## src/sv/bst_pkg.sv

```systemverilog
// shared types, token codes and character classes for the byte stream tokenizer
package bst_pkg;

	// input item and result item as seen on the ports
	typedef struct packed {
		logic [7:0] char_byte;
		logic       end_marker;
	} src_item_t;

	typedef struct packed {
		logic [4:0] kind;
		logic [7:0] text_byte;
		logic       byte_valid;
		logic       token_done;
		logic       step_last;
	} token_item_t;

	// one result without its step_last flag
	typedef struct packed {
		logic [4:0] kind;
		logic [7:0] text_byte;
		logic       byte_valid;
		logic       token_done;
	} res_t;

	// all results caused by one input item; two set means both slots are used
	typedef struct packed {
		logic       two;
		res_t [1:0] r;
	} bundle_t;

	// scanner modes
	typedef enum logic [2:0] {
		MODE_IDLE,
		MODE_NUM,
		MODE_WORD,
		MODE_SLASH,
		MODE_COMMENT,
		MODE_STR,
		MODE_CH1,
		MODE_CH2
	} mode_t;

	// token kinds
	localparam logic [4:0] KIND_NUMBER     = 5'd0;
	localparam logic [4:0] KIND_KW_INT     = 5'd1;
	localparam logic [4:0] KIND_KW_UINT    = 5'd2;
	localparam logic [4:0] KIND_KW_SHORT   = 5'd3;
	localparam logic [4:0] KIND_KW_LONG    = 5'd4;
	localparam logic [4:0] KIND_KW_FLOAT   = 5'd5;
	localparam logic [4:0] KIND_KW_DOUBLE  = 5'd6;
	localparam logic [4:0] KIND_KW_BOOL    = 5'd7;
	localparam logic [4:0] KIND_KW_STRING  = 5'd8;
	localparam logic [4:0] KIND_KW_CHAR    = 5'd9;
	localparam logic [4:0] KIND_KW_LET     = 5'd10;
	localparam logic [4:0] KIND_IDENT      = 5'd11;
	localparam logic [4:0] KIND_PLUS       = 5'd12;
	localparam logic [4:0] KIND_MINUS      = 5'd13;
	localparam logic [4:0] KIND_STAR       = 5'd14;
	localparam logic [4:0] KIND_SLASH      = 5'd15;
	localparam logic [4:0] KIND_LPAREN     = 5'd16;
	localparam logic [4:0] KIND_RPAREN     = 5'd17;
	localparam logic [4:0] KIND_LBRACE     = 5'd18;
	localparam logic [4:0] KIND_RBRACE     = 5'd19;
	localparam logic [4:0] KIND_SEMI       = 5'd20;
	localparam logic [4:0] KIND_STR_LIT    = 5'd21;
	localparam logic [4:0] KIND_CHAR_LIT   = 5'd22;
	localparam logic [4:0] KIND_EQUAL      = 5'd23;
	localparam logic [4:0] KIND_INVALID    = 5'd24;
	localparam logic [4:0] KIND_END        = 5'd25;
	localparam logic [4:0] KIND_ERR_DOT    = 5'd26;
	localparam logic [4:0] KIND_ERR_STR    = 5'd27;
	localparam logic [4:0] KIND_ERR_CHAR   = 5'd28;

	// characters with a meaning of their own
	localparam logic [7:0] CH_LF     = 8'h0A;
	localparam logic [7:0] CH_DQUOTE = 8'h22;
	localparam logic [7:0] CH_SQUOTE = 8'h27;
	localparam logic [7:0] CH_LPAREN = 8'h28;
	localparam logic [7:0] CH_RPAREN = 8'h29;
	localparam logic [7:0] CH_STAR   = 8'h2A;
	localparam logic [7:0] CH_PLUS   = 8'h2B;
	localparam logic [7:0] CH_MINUS  = 8'h2D;
	localparam logic [7:0] CH_DOT    = 8'h2E;
	localparam logic [7:0] CH_SLASH  = 8'h2F;
	localparam logic [7:0] CH_SEMI   = 8'h3B;
	localparam logic [7:0] CH_EQUAL  = 8'h3D;
	localparam logic [7:0] CH_USCORE = 8'h5F;
	localparam logic [7:0] CH_LBRACE = 8'h7B;
	localparam logic [7:0] CH_RBRACE = 8'h7D;

	// keyword text, first byte in the low lane
	localparam logic [47:0] KW_INT    = 48'h000000746E69;
	localparam logic [47:0] KW_UINT   = 48'h0000746E6975;
	localparam logic [47:0] KW_SHORT  = 48'h0074726F6873;
	localparam logic [47:0] KW_LONG   = 48'h0000676E6F6C;
	localparam logic [47:0] KW_FLOAT  = 48'h0074616F6C66;
	localparam logic [47:0] KW_DOUBLE = 48'h656C62756F64;
	localparam logic [47:0] KW_BOOL   = 48'h00006C6F6F62;
	localparam logic [47:0] KW_STRING = 48'h676E69727473;
	localparam logic [47:0] KW_CHAR   = 48'h000072616863;
	localparam logic [47:0] KW_LET    = 48'h00000074656C;

	function automatic logic is_digit(input logic [7:0] c);
		return (c >= 8'h30) && (c <= 8'h39);
	endfunction

	function automatic logic is_letter(input logic [7:0] c);
		return ((c >= 8'h61) && (c <= 8'h7A)) || ((c >= 8'h41) && (c <= 8'h5A)) ||
			(c == CH_USCORE);
	endfunction

	function automatic logic is_space(input logic [7:0] c);
		return (c == 8'h20) || ((c >= 8'h09) && (c <= 8'h0D));
	endfunction

	// kind of a single-character token, invalid when none matches
	function automatic logic [4:0] sym_kind(input logic [7:0] c);
		logic [4:0] k;
		case (c)
			CH_PLUS:   k = KIND_PLUS;
			CH_MINUS:  k = KIND_MINUS;
			CH_STAR:   k = KIND_STAR;
			CH_LPAREN: k = KIND_LPAREN;
			CH_RPAREN: k = KIND_RPAREN;
			CH_LBRACE: k = KIND_LBRACE;
			CH_RBRACE: k = KIND_RBRACE;
			CH_SEMI:   k = KIND_SEMI;
			CH_EQUAL:  k = KIND_EQUAL;
			default:   k = KIND_INVALID;
		endcase
		return k;
	endfunction

	// final kind of a word from its first six bytes and its saturated length
	function automatic logic [4:0] kw_kind(input logic [47:0] p, input logic [2:0] n);
		logic [4:0] k;
		k = KIND_IDENT;
		if (n == 3'd3 && p == KW_INT)    k = KIND_KW_INT;
		if (n == 3'd4 && p == KW_UINT)   k = KIND_KW_UINT;
		if (n == 3'd5 && p == KW_SHORT)  k = KIND_KW_SHORT;
		if (n == 3'd4 && p == KW_LONG)   k = KIND_KW_LONG;
		if (n == 3'd5 && p == KW_FLOAT)  k = KIND_KW_FLOAT;
		if (n == 3'd6 && p == KW_DOUBLE) k = KIND_KW_DOUBLE;
		if (n == 3'd4 && p == KW_BOOL)   k = KIND_KW_BOOL;
		if (n == 3'd6 && p == KW_STRING) k = KIND_KW_STRING;
		if (n == 3'd4 && p == KW_CHAR)   k = KIND_KW_CHAR;
		if (n == 3'd3 && p == KW_LET)    k = KIND_KW_LET;
		return k;
	endfunction

endpackage

```

## src/sv/byte_stream_tokenizer.sv

```systemverilog
// top level of the byte stream tokenizer: scanner, bundle queue and output stage
//
//   channel   direction  handshake            payload
//   src       in         push / full          src_item_t  (char_byte, end_marker)
//   token     out        empty / pop          token_item_t (kind, text_byte, byte_valid,
//                                                          token_done, step_last)
//
// one byte is accepted per cycle unless full; its results are decided in that same cycle
// a result goes through the bundle queue and the output register to the token port
// the output stage shows one result at a time; an item may cause up to two results
// the bundle queue holds Depth bundles; full rises when pop stalls or when
// two-result items arrive faster than the output drains them
// arst_n returns the scanner to idle and empties queue and output stage
module byte_stream_tokenizer import bst_pkg::*; #(
	parameter int Depth = 4
) (
	input  logic        clk,
	input  logic        arst_n,
	input  logic        push,
	output logic        full,
	input  src_item_t   src,
	output logic        empty,
	input  logic        pop,
	output token_item_t token
);

	localparam int BundleW = $bits(bundle_t);

	logic         wr, rd, fifo_full, nonempty;
	bundle_t      wr_data, head;
	logic [BundleW-1:0] head_bits;

	assign full = fifo_full;
	assign head = bundle_t'(head_bits);

	// scanner
	bst_front u_front (
		.clk       (clk),
		.arst_n    (arst_n),
		.push      (push),
		.src       (src),
		.fifo_full (fifo_full),
		.wr        (wr),
		.wr_data   (wr_data)
	);

	// bundle queue
	bst_fifo #(
		.Width (BundleW),
		.Depth (Depth)
	) u_fifo (
		.clk      (clk),
		.arst_n   (arst_n),
		.wr       (wr),
		.wr_data  (BundleW'(wr_data)),
		.full     (fifo_full),
		.rd       (rd),
		.rd_data  (head_bits),
		.nonempty (nonempty)
	);

	// output stage
	bst_back u_back (
		.clk        (clk),
		.arst_n     (arst_n),
		.head       (head),
		.head_valid (nonempty),
		.take       (rd),
		.empty      (empty),
		.pop        (pop),
		.token      (token)
	);

endmodule

```

## src/sv/bst_front.sv

```systemverilog
// front end: scanner state machine that turns each byte into a bundle of results
module bst_front import bst_pkg::*; (
	input  logic      clk,
	input  logic      arst_n,
	input  logic      push,
	input  src_item_t src,
	input  logic      fifo_full,
	output logic      wr,
	output bundle_t   wr_data
);

	mode_t       mode_q, mode_d;
	logic [7:0]  prev_q, prev_d;
	logic        at_start_q, at_start_d;
	logic        seen_dot_q, seen_dot_d;
	logic [47:0] prefix_q, prefix_d;
	logic [2:0]  wlen_q, wlen_d;

	logic       accept;
	logic [7:0] c;
	logic       c_dig, c_let, c_sp, c_dot;
	logic       num_start, fresh;
	mode_t      fresh_mode;
	res_t       close_r, fresh_r;
	logic       close_v, fresh_v;

	assign accept = push && !fifo_full;
	assign c      = src.char_byte;

	// character classes
	assign c_dig = is_digit(c);
	assign c_let = is_letter(c);
	assign c_sp  = is_space(c);
	assign c_dot = (c == CH_DOT);

	assign num_start = c_dig || c_dot ||
		(c == CH_MINUS && (at_start_q || prev_q == CH_LPAREN || prev_q == CH_PLUS ||
			prev_q == CH_MINUS)) ||
		(c == CH_PLUS && (at_start_q || prev_q == CH_LPAREN));

	// byte that ends the current token and gets scanned again from idle
	always_comb begin
		fresh = 1'b0;
		if (!src.end_marker) begin
			case (mode_q)
				MODE_IDLE:  fresh = 1'b1;
				MODE_NUM:   fresh = !c_dig && !c_dot;
				MODE_WORD:  fresh = !c_let;
				MODE_SLASH: fresh = (c != CH_SLASH);
				default:    fresh = 1'b0;
			endcase
		end
	end

	// mode entered by a byte scanned from idle
	always_comb begin
		if (c_sp)
			fresh_mode = MODE_IDLE;
		else if (num_start)
			fresh_mode = MODE_NUM;
		else if (c_let)
			fresh_mode = MODE_WORD;
		else if (c == CH_SLASH)
			fresh_mode = MODE_SLASH;
		else if (c == CH_DQUOTE)
			fresh_mode = MODE_STR;
		else if (c == CH_SQUOTE)
			fresh_mode = MODE_CH1;
		else
			fresh_mode = MODE_IDLE;
	end

	// next state
	always_comb begin
		mode_d     = mode_q;
		prev_d     = prev_q;
		at_start_d = at_start_q;
		seen_dot_d = seen_dot_q;
		prefix_d   = prefix_q;
		wlen_d     = wlen_q;
		if (src.end_marker) begin
			mode_d     = MODE_IDLE;
			prev_d     = '0;
			at_start_d = 1'b1;
			seen_dot_d = 1'b0;
			prefix_d   = '0;
			wlen_d     = '0;
		end else begin
			prev_d     = c;
			at_start_d = 1'b0;
			case (mode_q)
				MODE_NUM: begin
					if (!c_dig && c_dot) begin
						if (seen_dot_q)
							mode_d = MODE_IDLE;
						else
							seen_dot_d = 1'b1;
					end
				end
				MODE_WORD: begin
					if (c_let) begin
						if (wlen_q < 3'd6) begin
							for (int i = 0; i < 6; i++)
								if (wlen_q == 3'(i))
									prefix_d[8*i +: 8] = c;
							wlen_d = wlen_q + 3'd1;
						end else begin
							wlen_d = 3'd7;
						end
					end
				end
				MODE_SLASH: begin
					if (c == CH_SLASH)
						mode_d = MODE_COMMENT;
				end
				MODE_COMMENT: begin
					if (c == CH_LF)
						mode_d = MODE_IDLE;
				end
				MODE_STR: begin
					if (c == CH_DQUOTE)
						mode_d = MODE_IDLE;
				end
				MODE_CH1: mode_d = MODE_CH2;
				MODE_CH2: mode_d = MODE_IDLE;
				default:  mode_d = mode_q;
			endcase
			if (fresh) begin
				mode_d = fresh_mode;
				if (!c_sp && num_start)
					seen_dot_d = c_dot;
				else if (!c_sp && c_let) begin
					prefix_d = {40'd0, c};
					wlen_d   = 3'd1;
				end
			end
		end
	end

	// result from the current token: its close, a text byte or an error
	always_comb begin
		close_v = 1'b0;
		close_r = '0;
		if (src.end_marker) begin
			case (mode_q)
				MODE_NUM: begin
					close_v = 1'b1;
					close_r = '{KIND_NUMBER, 8'd0, 1'b0, 1'b1};
				end
				MODE_WORD: begin
					close_v = 1'b1;
					close_r = '{kw_kind(prefix_q, wlen_q), 8'd0, 1'b0, 1'b1};
				end
				MODE_SLASH: begin
					close_v = 1'b1;
					close_r = '{KIND_SLASH, CH_SLASH, 1'b1, 1'b1};
				end
				MODE_STR: begin
					close_v = 1'b1;
					close_r = '{KIND_ERR_STR, 8'd0, 1'b0, 1'b1};
				end
				MODE_CH1, MODE_CH2: begin
					close_v = 1'b1;
					close_r = '{KIND_ERR_CHAR, 8'd0, 1'b0, 1'b1};
				end
				default: close_v = 1'b0;
			endcase
		end else begin
			case (mode_q)
				MODE_NUM: begin
					close_v = 1'b1;
					if (c_dig)
						close_r = '{KIND_NUMBER, c, 1'b1, 1'b0};
					else if (c_dot && seen_dot_q)
						close_r = '{KIND_ERR_DOT, 8'd0, 1'b0, 1'b1};
					else if (c_dot)
						close_r = '{KIND_NUMBER, c, 1'b1, 1'b0};
					else
						close_r = '{KIND_NUMBER, 8'd0, 1'b0, 1'b1};
				end
				MODE_WORD: begin
					close_v = 1'b1;
					if (c_let)
						close_r = '{KIND_IDENT, c, 1'b1, 1'b0};
					else
						close_r = '{kw_kind(prefix_q, wlen_q), 8'd0, 1'b0, 1'b1};
				end
				MODE_SLASH: begin
					close_v = (c != CH_SLASH);
					close_r = '{KIND_SLASH, CH_SLASH, 1'b1, 1'b1};
				end
				MODE_STR: begin
					close_v = 1'b1;
					if (c == CH_DQUOTE)
						close_r = '{KIND_STR_LIT, 8'd0, 1'b0, 1'b1};
					else
						close_r = '{KIND_STR_LIT, c, 1'b1, 1'b0};
				end
				MODE_CH1: begin
					close_v = 1'b1;
					close_r = '{KIND_CHAR_LIT, c, 1'b1, 1'b0};
				end
				MODE_CH2: begin
					close_v = 1'b1;
					close_r = '{(c == CH_SQUOTE) ? KIND_CHAR_LIT : KIND_ERR_CHAR,
						8'd0, 1'b0, 1'b1};
				end
				default: close_v = 1'b0;
			endcase
		end
	end

	// result from the byte scanned afresh, or the end item
	always_comb begin
		fresh_v = 1'b0;
		fresh_r = '0;
		if (src.end_marker) begin
			fresh_v = 1'b1;
			fresh_r = '{KIND_END, 8'd0, 1'b0, 1'b1};
		end else if (fresh && !c_sp) begin
			if (num_start) begin
				fresh_v = 1'b1;
				fresh_r = '{KIND_NUMBER, c, 1'b1, 1'b0};
			end else if (c_let) begin
				fresh_v = 1'b1;
				fresh_r = '{KIND_IDENT, c, 1'b1, 1'b0};
			end else if (c != CH_SLASH && c != CH_DQUOTE && c != CH_SQUOTE) begin
				fresh_v = 1'b1;
				fresh_r = '{sym_kind(c), c, 1'b1, 1'b1};
			end
		end
	end

	// pack the results of this item, oldest in slot zero
	always_comb begin
		wr_data = '0;
		if (close_v) begin
			wr_data.r[0] = close_r;
			wr_data.r[1] = fresh_r;
			wr_data.two  = fresh_v;
		end else begin
			wr_data.r[0] = fresh_r;
		end
	end

	assign wr = accept && (close_v || fresh_v);

	// scanner state
	always_ff @(posedge clk or negedge arst_n) begin
		if (!arst_n) begin
			mode_q     <= MODE_IDLE;
			prev_q     <= '0;
			at_start_q <= 1'b1;
			seen_dot_q <= 1'b0;
			prefix_q   <= '0;
			wlen_q     <= '0;
		end else if (accept) begin
			mode_q     <= mode_d;
			prev_q     <= prev_d;
			at_start_q <= at_start_d;
			seen_dot_q <= seen_dot_d;
			prefix_q   <= prefix_d;
			wlen_q     <= wlen_d;
		end
	end

`ifndef NO_ASSERTIONS
	// an end marker leaves the scanner as after reset
	a_end_resets: assert property (@(posedge clk) disable iff (!arst_n)
		(accept && src.end_marker) |=> (mode_q == MODE_IDLE && at_start_q && wlen_q == 3'd0))
		else $error("end marker did not return scanner to idle");

	// an end marker always yields at least the end item
	a_end_writes: assert property (@(posedge clk) disable iff (!arst_n)
		(accept && src.end_marker) |-> wr)
		else $error("end marker produced no result");
`endif

endmodule

```

## src/sv/bst_fifo.sv

```systemverilog
// small register queue of result bundles between front and back
module bst_fifo #(
	parameter int Width = 8,
	parameter int Depth = 4
) (
	input  logic             clk,
	input  logic             arst_n,
	input  logic             wr,
	input  logic [Width-1:0] wr_data,
	output logic             full,
	input  logic             rd,
	output logic [Width-1:0] rd_data,
	output logic             nonempty
);

	localparam int PtrW = $clog2(Depth);
	localparam int CntW = $clog2(Depth + 1);

	logic [Width-1:0] mem_q [Depth];
	logic [PtrW-1:0]  wptr_q, rptr_q;
	logic [CntW-1:0]  cnt_q;

	assign full     = (cnt_q == CntW'(Depth));
	assign nonempty = (cnt_q != '0);
	assign rd_data  = mem_q[rptr_q];

	// storage
	always_ff @(posedge clk) begin
		if (wr)
			mem_q[wptr_q] <= wr_data;
	end

	// pointers and fill count
	always_ff @(posedge clk or negedge arst_n) begin
		if (!arst_n) begin
			wptr_q <= '0;
			rptr_q <= '0;
			cnt_q  <= '0;
		end else begin
			if (wr)
				wptr_q <= (wptr_q == PtrW'(Depth - 1)) ? '0 : wptr_q + 1'b1;
			if (rd)
				rptr_q <= (rptr_q == PtrW'(Depth - 1)) ? '0 : rptr_q + 1'b1;
			if (wr && !rd)
				cnt_q <= cnt_q + 1'b1;
			else if (rd && !wr)
				cnt_q <= cnt_q - 1'b1;
		end
	end

`ifndef NO_ASSERTIONS
	// writer respects full
	a_no_overflow: assert property (@(posedge clk) disable iff (!arst_n)
		wr |-> !full)
		else $error("queue written while full");

	// reader respects empty
	a_no_underflow: assert property (@(posedge clk) disable iff (!arst_n)
		rd |-> nonempty)
		else $error("queue read while empty");
`endif

endmodule

```

## src/sv/bst_back.sv

```systemverilog
// back end: output register that hands out the results of a bundle one at a time
module bst_back import bst_pkg::*; (
	input  logic        clk,
	input  logic        arst_n,
	input  bundle_t     head,
	input  logic        head_valid,
	output logic        take,
	output logic        empty,
	input  logic        pop,
	output token_item_t token
);

	bundle_t cur_q;
	logic    idx_q;
	logic    valid_q;
	logic    advance, last;
	res_t    sel;

	assign advance = pop && valid_q;
	assign last    = idx_q || !cur_q.two;
	assign take    = head_valid && (!valid_q || (advance && last));
	assign empty   = !valid_q;

	// result on the ports
	assign sel   = cur_q.r[idx_q];
	assign token = '{sel.kind, sel.text_byte, sel.byte_valid, sel.token_done, last};

	// bundle payload
	always_ff @(posedge clk) begin
		if (take)
			cur_q <= head;
	end

	// slot index and holding flag
	always_ff @(posedge clk or negedge arst_n) begin
		if (!arst_n) begin
			valid_q <= 1'b0;
			idx_q   <= 1'b0;
		end else if (take) begin
			valid_q <= 1'b1;
			idx_q   <= 1'b0;
		end else if (advance && last) begin
			valid_q <= 1'b0;
			idx_q   <= 1'b0;
		end else if (advance) begin
			idx_q <= 1'b1;
		end
	end

`ifndef NO_ASSERTIONS
	// second slot is only shown for a bundle that has one
	a_idx_two: assert property (@(posedge clk) disable iff (!arst_n)
		idx_q |-> (valid_q && cur_q.two))
		else $error("second slot selected on a single-result bundle");

	// a loaded bundle is offered in the next cycle
	a_take_shows: assert property (@(posedge clk) disable iff (!arst_n)
		take |=> (!empty && !idx_q))
		else $error("loaded bundle not offered");
`endif

endmodule

```

## config.mk

```make
export PLATFORM = sky130hd
export DESIGN_NAME = byte_stream_tokenizer
export DESIGN_NICKNAME = d
export VERILOG_FILES = /design/src/sv/bst_pkg.sv /design/src/sv/byte_stream_tokenizer.sv /design/src/sv/bst_front.sv /design/src/sv/bst_fifo.sv /design/src/sv/bst_back.sv
export SDC_FILE = /design/constraint.sdc
export NUM_CORES = 1
export LEC_CHECK = 0
export CORE_ASPECT_RATIO = 0.6
export CORE_MARGIN = 10
export CORE_UTILIZATION = 40
export CTS_CLUSTER_DIAMETER = 200
export DETAILED_ROUTE_END_ITERATION = 6
export DONT_BUFFER_PORTS = 1
export GPL_ROUTABILITY_DRIVEN = 0
export GPL_TIMING_DRIVEN = 0
export PLACE_DENSITY = 0.62
export REMOVE_ABC_BUFFERS = 1
export SYNTH_ARGS = -nofsm -noshare
export SYNTH_HDL_FRONTEND = slang
export SYNTH_SLANG_ARGS = --single-unit
```

## constraint.sdc

```tcl
create_clock -name clk -period 5 [get_ports clk]
set_input_delay 1 -clock clk [delete_from_list [all_inputs] [get_ports clk]]
set_output_delay 1 -clock clk [all_outputs]
set_load 0.05 [all_outputs]
```

### Yosys cells after proc, flatten, opt, wreduce, memory -nomap -nowiden

Memory sizes are Yosys's and may differ from the RTL's. A register that Yosys moved wholly into a read port is not among the register bits.
Cells that the tools add are included.

* add/subtract/negate cells: 5
* $lt $le $gt $ge: 10
* equal/unequal tests: 53
* multiplexer cells: 91
* reductions and logical operators: 63

Operators with widths (count)
* 48-bit 2-to-1 mux: 7
* 48-bit by 31-bit equality test with 1-bit output (second input constant): 4
* 15-bit 2-to-1 mux: 12
* 8-bit by 6-bit equality test with 1-bit output (second input constant): 15
* 48-bit by 23-bit equality test with 1-bit output (second input constant): 2
* 48-bit by 39-bit equality test with 1-bit output (second input constant): 2
* 48-bit by 47-bit equality test with 1-bit output (second input constant): 2
* 15-bit case mux with 6 select lines: 1
* 15-bit case mux with 5 select lines: 1
* 3-bit 2-to-1 mux: 22
* 8-bit 2-to-1 mux: 7
* 5-bit case mux with 9 select lines: 1
* 4-bit 2-to-1 mux: 11
* 1-bit logical AND: 31
* 3-bit equality test (second input constant): 8
* 8-bit by 7-bit equality test with 1-bit output (second input constant): 3
* 8-bit by 6-bit != test with 1-bit output (second input constant): 3
* 1-bit 2-to-1 mux: 21
* 10-bit 2-to-1 mux: 2
* 4-bit by 2-bit != test with 1-bit output (second input constant): 5
* 3-bit case mux with 6 select lines: 1
* 8-bit by 7-bit >= comparator with 1-bit output (second input constant): 2
* 8-bit by 7-bit less-or-equal comparator with 1-bit output (second input constant): 2
* 16-bit 2-to-1 mux: 1
* other kinds (26): 56

* register bits after elaboration: 73
* memory bits (writable): 124
* bits of input ports: 13
* output and inout port bits: 18
* memories kept: 1

Memory list
* u_fifo.mem_q: depth 4, bits a word 31, read ports 1, clocked after Yosys merged registers in 1, wr ports 1, RTL line bst_fifo.sv:19 `logic [Width-1:0] mem_q [Depth];`

### Depth between registers and ports, before layout

* word-level depth: 16
* depth in mapped cells: 14
* depth with buffers taken out: 12

### Hierarchy

A second synthesis with hierarchy kept.

* cell total of the unflattened synthesis: 802
* area total of the unflattened synthesis: 10712.8 µm²

By module, submodules not included
* bst_fifo: times used 1, cells each 199, area each 4933.5 µm², seq. area each 3898.7 µm²
* bst_front: times used 1, cells each 543, area each 4508.1 µm², seq. area each 1602.8 µm²
* bst_back: times used 1, cells each 60, area each 1271.2 µm², seq. area each 980.9 µm²

### Worst setup path before layout

No wires, ideal clock.

* path kind: input to register
* from: in src[5] in the netlist's numbering
* to: mem u_fifo.mem_q[3][0] in the netlist's numbering, enable pin
* setup time: 0.391 ns
* data arrival time: 3.622 ns
* data required time: 4.609 ns
* slack: 0.987 ns
* cell stages on the path: 8
* buffers on the path: 1
* cells stage by stage: buf_2 or4_1 a21o_1 a311o_1 a21oi_2 nand2_1 a21oi_2 and2_1

* cells in the longest elaborated chain, start to end: 14
* elaborated cells on any way between the ends: 49

RTL lines
* start: declaration: RTL line byte_stream_tokenizer.sv:21 `input src_item_t src,`
* 8-bit by 7-bit >= comparator with 1-bit output or 8-bit by 7-bit less-or-equal comparator with 1-bit output (tied branches): RTL line bst_pkg.sv:109 `return ((c >= 8'h61) && (c <= 8'h7A)) || ((c >= 8'h41) && (c <= 8'h5A)) ||`
* 1-bit logical AND: RTL line bst_pkg.sv:109
* 1-bit logical OR (2 in series): RTL line bst_pkg.sv:109
* 1-bit zero test: RTL line bst_front.sv:48 `MODE_WORD: fresh = !c_let;`
* 1-bit case mux with 4 select lines: RTL line bst_front.sv:45 `case (mode_q)`
* 1-bit 2-to-1 mux: RTL line bst_front.sv:44 `if (!src.end_marker) begin`
* 1-bit logical AND: RTL line bst_front.sv:220 `end else if (fresh && !c_sp) begin`
* 1-bit 2-to-1 mux: RTL line bst_front.sv:220
* 1-bit 2-to-1 mux: RTL line bst_front.sv:217 `if (src.end_marker) begin`
* 1-bit logical OR *: RTL line bst_front.sv:246 `assign wr = accept && (close_v || fresh_v);`
* 1-bit logical AND *: RTL line bst_front.sv:246
* net u_fifo.wr: RTL line bst_fifo.sv:8 `input logic wr,`
* 1-bit 2-to-1 mux *: RTL line bst_fifo.sv:29 `if (wr)`
* 1-bit 2-to-1 mux (implied by the code) *: RTL line bst_fifo.sv:30 `mem_q[wptr_q] <= wr_data;`
* end: declaration: RTL line bst_fifo.sv:19

Mark *: on every way through the listed nets, which the timed path passes. The rest lies on a longest branch.

### Worst setup path in the final report

* from: reg u_front.mode_q[0]
* to: reg u_fifo.cnt_q[2]

* cells in the longest elaborated chain, start to end: 11
* elaborated cells on any way between the ends: 24

RTL lines
* start: declaration: RTL line bst_front.sv:12 `mode_t mode_q, mode_d;`
* start signal: assignment: RTL line bst_front.sv:258 `mode_q <= mode_d;`
* 3-bit by 2-bit equality test with 1-bit output (tied with other cells): RTL line bst_front.sv:45, bst_front.sv:145, bst_front.sv:169
* 1-bit case mux with 4 select lines: RTL line bst_front.sv:45
* 1-bit 2-to-1 mux: RTL line bst_front.sv:44
* 1-bit logical AND: RTL line bst_front.sv:220
* 1-bit 2-to-1 mux: RTL line bst_front.sv:220
* 1-bit 2-to-1 mux: RTL line bst_front.sv:217
* 1-bit logical OR *: RTL line bst_front.sv:246
* 1-bit logical AND *: RTL line bst_front.sv:246
* net u_fifo.wr: RTL line bst_fifo.sv:8
* 1-bit zero test: RTL line bst_fifo.sv:46 `else if (rd && !wr)`
* 1-bit logical AND: RTL line bst_fifo.sv:46
* 2-bit nonzero test (no line)
* end signal: assignment: RTL line bst_fifo.sv:45 `cnt_q <= cnt_q + 1'b1;`
* end signal: assignment: RTL line bst_fifo.sv:47 `cnt_q <= cnt_q - 1'b1;`
* end: declaration: RTL line bst_fifo.sv:21 `logic [CntW-1:0] cnt_q;`

Marked as above.
A chain may end at the register's enable or synchronous reset.

==> summary by stage <==
Status
The run finished with clean final reports.

Setup path
The critical path class is flop to flop. The startpoint identified for the worst register-to-register timing path is u_front.mode_q[0]$_DFFE_PN0P_. The largest incremental delay on the critical path is 800 ps. The startpoint type of the worst setup path is a flop.

The worst path required time is 5430 ps. The element type at the critical path end is a flop. The origin of the worst setup path is u_front.mode_q[0]$_DFFE_PN0P_.

The critical path goes through nand3b_1 -> a41oi_1 -> a31oi_1 -> a21oi_2 -> nand2_1 -> a21oi_2 -> ha_1 -> inv_1 -> fa_1 -> xor2_1 -> nor2_1 -> xor2_1. The standard cell with the maximum stage delay on the critical path is sky130_fd_sc_hd__dfrtp_1. Along the worst path, the maximum fanout reaches 20.

The data arrival at the endpoint of the critical path is 4290 ps.

Synth
The synthesized area divided by synthesized cell count is 13.3 um2. During synthesis, Yosys emitted a total of 0 warnings. In this run, synthesis produced a sequential element count of 228.

The cell area after synthesis is 0.0105 mm2. Yosys mapped a number of flops with a built-in enable equal to 155. The instance count of the mapped netlist is 785. Synthesis instantiated 75 different standard cells from the library.

Sequential cells were found to cover 61.9% of the synthesized design area. The most used flip-flop cell after synthesis is sky130_fd_sc_hd__edfxtp_1. The proportion of register bits with asynchronous set or reset after synthesis is 32.0%.

Global route
The number of antenna violations at the first check in global routing is 0. Across every metal layer, demand over resource in global routing totals 14.6%. The remaining global-route overflow is 0. The first global-routing pass estimated 38.8 mm of wire. Entering global routing, the biggest net connects 74 pins.

The number of global-route vias before repair came to 6383.

Min path
The type of the worst min-delay path is input pin to asynchronous set/reset pin.

Cells and area
The multi-input gate area in the final layout is 0.00375 mm2. The count of nets after finishing is 792. The fill cell instance count of the final layout is 2285. The area overhead of the layout relative to synthesis is 10.0%. The post-route netlist has 13.7% of its cells at a drive strength greater than 1. Once layout is complete, the utilization of the core stands at 45.2%. The count of antenna diodes in the layout is 0.

In the final layout, flip-flops and latches occupy 0.00648 mm2.

Floorplan
The core outline area is 0.0255 mm2. The initialized floorplan defines 45 standard-cell rows. From left edge to right edge, the die measures 229 um. The height of the die is 145 um. The die covers 0.0333 mm2. The starting density of the core is 41.1%.

The number of placed I/O pins is 31.

STA
In this run the tightest slew margin relative to its limit is 30.4%. The max-slew violation count is 0. The fmax is 259 MHz. At the pin with the least slew margin, the transition time is 1040 ps. The count of endpoints failing hold in the final timing report is 0. The sum of negative setup slack is 0 ps. The clock period could shrink to 3860 ps. Setup violations remaining at the end of the flow were counted as 0.

Of the available clock period, the critical path in the final layout requires 77.2%. The setup skew after layout is 24.8 ps. Setup repair after global routing left no endpoint under its margin.

Routing
In the routed design, unresolved DRC markers number 0. After detailed routing, the total wire length is 24.6 mm. The detail route stage leaves a number of antenna-violating nets equal to 0. The routed layout has 6613 vias. The detailed router finished its first iteration with 719 violations. The number of iterations in the first detailed-routing pass is 5. Dividing the detail-routed via count by the number of cells gives 5.83. In the final routed layout, each cell accounts on average for 21.7 um.

Pwr
Power spread over the standard cell area amounts to 557 mW/mm2. The maximum ir drop on the vdd rail is 0.000344 V. The leakage power figure is 4.06 nW.

Clock network
The number of setup buffers added after CTS is 0. The clock passes through at most 3 buffers. CTS built an H-tree with a depth of 1.

Buffers inserted during clock tree synthesis total 22. Clock-pin slew was measured on the worst setup and hold paths at 70 ps. TritonCTS built the clock tree. The number of gates resized after CTS was 0.

The cts-stage hold buffer count is 0. CTS saw 228 sinks. The root cell of the clock tree is sky130_fd_sc_hd__clkbuf_16. The insertion delay to the later sink of the worst-skew pair is 520 ps.

Flow run
Across the run, the number of max-cap violations was 0.

Place
During placement, the flow inserted port buffers numbering 0. The placed wire-length estimate is 15.9 mm.
## routing by layer
metal / global-route usage [%] / routed length [um] / share of wire (%) / vias up
met5: 0 / 0 / 0 / -
met1: 22.8 / 12200 / 50 / 3317
met4: 2.54 / 367 / 1.5 / 0
met3: 4.26 / 2190 / 8.9 / 27
li1: - / - / - / 2995
met2: 19.4 / 9810 / 40 / 274
## layout by cell type (no fill, tap or decap), types with 6 or more instances in the layout
master / n
sky130_fd_sc_hd__dfrtp_1: 70
sky130_fd_sc_hd__nor4b_1: 6
sky130_fd_sc_hd__o21a_1: 8
sky130_fd_sc_hd__nor2b_1: 8
sky130_fd_sc_hd__o21ai_0: 30
sky130_fd_sc_hd__edfxtp_1: 155
sky130_fd_sc_hd__nand3_1: 20
sky130_fd_sc_hd__nand2_1: 55
sky130_fd_sc_hd__nor3_1: 19
sky130_fd_sc_hd__a22o_1: 31
sky130_fd_sc_hd__o21ai_1: 6
sky130_fd_sc_hd__nor4bb_1: 9
sky130_fd_sc_hd__and2_1: 16
sky130_fd_sc_hd__nor2_1: 54
sky130_fd_sc_hd__nand4_1: 19
sky130_fd_sc_hd__clkbuf_16: 23
sky130_fd_sc_hd__ha_1: 11
sky130_fd_sc_hd__inv_1: 17
sky130_fd_sc_hd__a21oi_1: 32
sky130_fd_sc_hd__clkinv_1: 6
sky130_fd_sc_hd__mux4_2: 31
sky130_fd_sc_hd__mux2_2: 20
sky130_fd_sc_hd__nand2b_1: 11
## metrics by stage
stage	setup WS [ps]	std cells	power [mW]	area (um2)	hold slack, ps
4_1_cts	1240	1135	6.47	11500	159
6_report	1140	1135	6.41	11500	180
3_3_place_gp	-686	1092	4.71	10700	452
5_1_grt	915	1135	6.75	11500	156
2_1_floorplan	758	740	4.25	10300	439
3_5_place_dp	767	1095	4.76	10800	451
## area by class of cell
| cell class | instances | area share, % |
|---|---|---|
| Tap cell | 352 | 3.82 |
| Clock inverter | 14 | 1.26 |
| Timing Repair Buffer | 3 | 0.445 |
| Clock buffer | 26 | 5.09 |
| Inverter | 17 | 0.554 |
| Sequential cell | 228 | 56.3 |
| Multi-Input combinational cell | 495 | 32.5 |
## final timing paths
path | end | slack, ps | cells past startpoint
setup reg to reg | u_fifo.cnt_q[2]$_DFFE_PN0P_ | 1140 | 12
hold reg to reg | u_front.at_start_q$_DFFE_PN1P_ | 460 | 2
min in group clk | u_front.at_start_q$_DFFE_PN1P_ | 460 | 2
hold / removal | u_front.prefix_q[6]$_DFFE_PN0P_ | 180 | 0
setup / recovery | u_fifo.cnt_q[2]$_DFFE_PN0P_ | 1140 | 12
max in group asynchronous | u_front.at_start_q$_DFFE_PN1P_ | 4610 | 0
## sequential cells by signal, summed over array words and instances, names as in the netlist
register / count
u_fifo.mem_q: 124
u_front.prefix_q: 48
u_back.cur_q: 31
u_front.prev_q: 8
u_fifo.cnt_q: 3
u_front.mode_q: 3
u_front.wlen_q: 3
u_fifo.rptr_q: 2
u_fifo.wptr_q: 2
u_back.idx_q: 1
u_back.valid_q: 1
u_front.at_start_q: 1
u_front.seen_dot_q: 1
## logic make-up (layout without fill, tap and decap cells)
kind of cell / count (synthesis) / after routing / synth area share, %
AO/OA/AOI/OAI: 157 / 157 / 10.6
XOR/XNOR: 6 / 6 / 0.502
adder cells (fa/ha/maj): 12 / 12 / 1.51
buffers and inverters: 62 / 60 / 2.50
flip-flops: 228 / 228 / 61.9
multiplexers: 54 / 54 / 9.10
AND/OR/NAND/NOR: 266 / 266 / 13.9
## power by group
group,switching [mW],internal [mW]
Clock,0.707,0.994
Sequential,0.280,2.61
Combinational,1.16,0.654
## worst max-delay path: cells and delay by family, from the launching register on
family	cells	cell delay [ps]
adder cells (fa/ha/maj)	2	700
buffers and inverters	1	70
AND/OR/NAND/NOR	3	580
AO/OA/AOI/OAI	4	1290
flip-flops	1	800
XOR/XNOR	2	320
## synthesized netlist by cell type (all sizes together), types with 9 or more instances
library cell,n,share of area [%]
edfxtp,155,44
dfrtp,72,17
nand2,55,2.0
nor2,54,1.9
a21oi,36,1.8
o21ai,36,1.7
clkbuf,33,1.4
a22o,32,2.7
mux4,31,6.7
and2,21,1.3
mux2,20,2.2
nand3,20,0.96
nand4,19,1.1
nor3,19,0.91
inv,17,0.61
buf,12,0.51
nand2b,12,0.74
ha,11,1.3
nor4bb,9,0.86
Power figures use the tool's default switching activity.
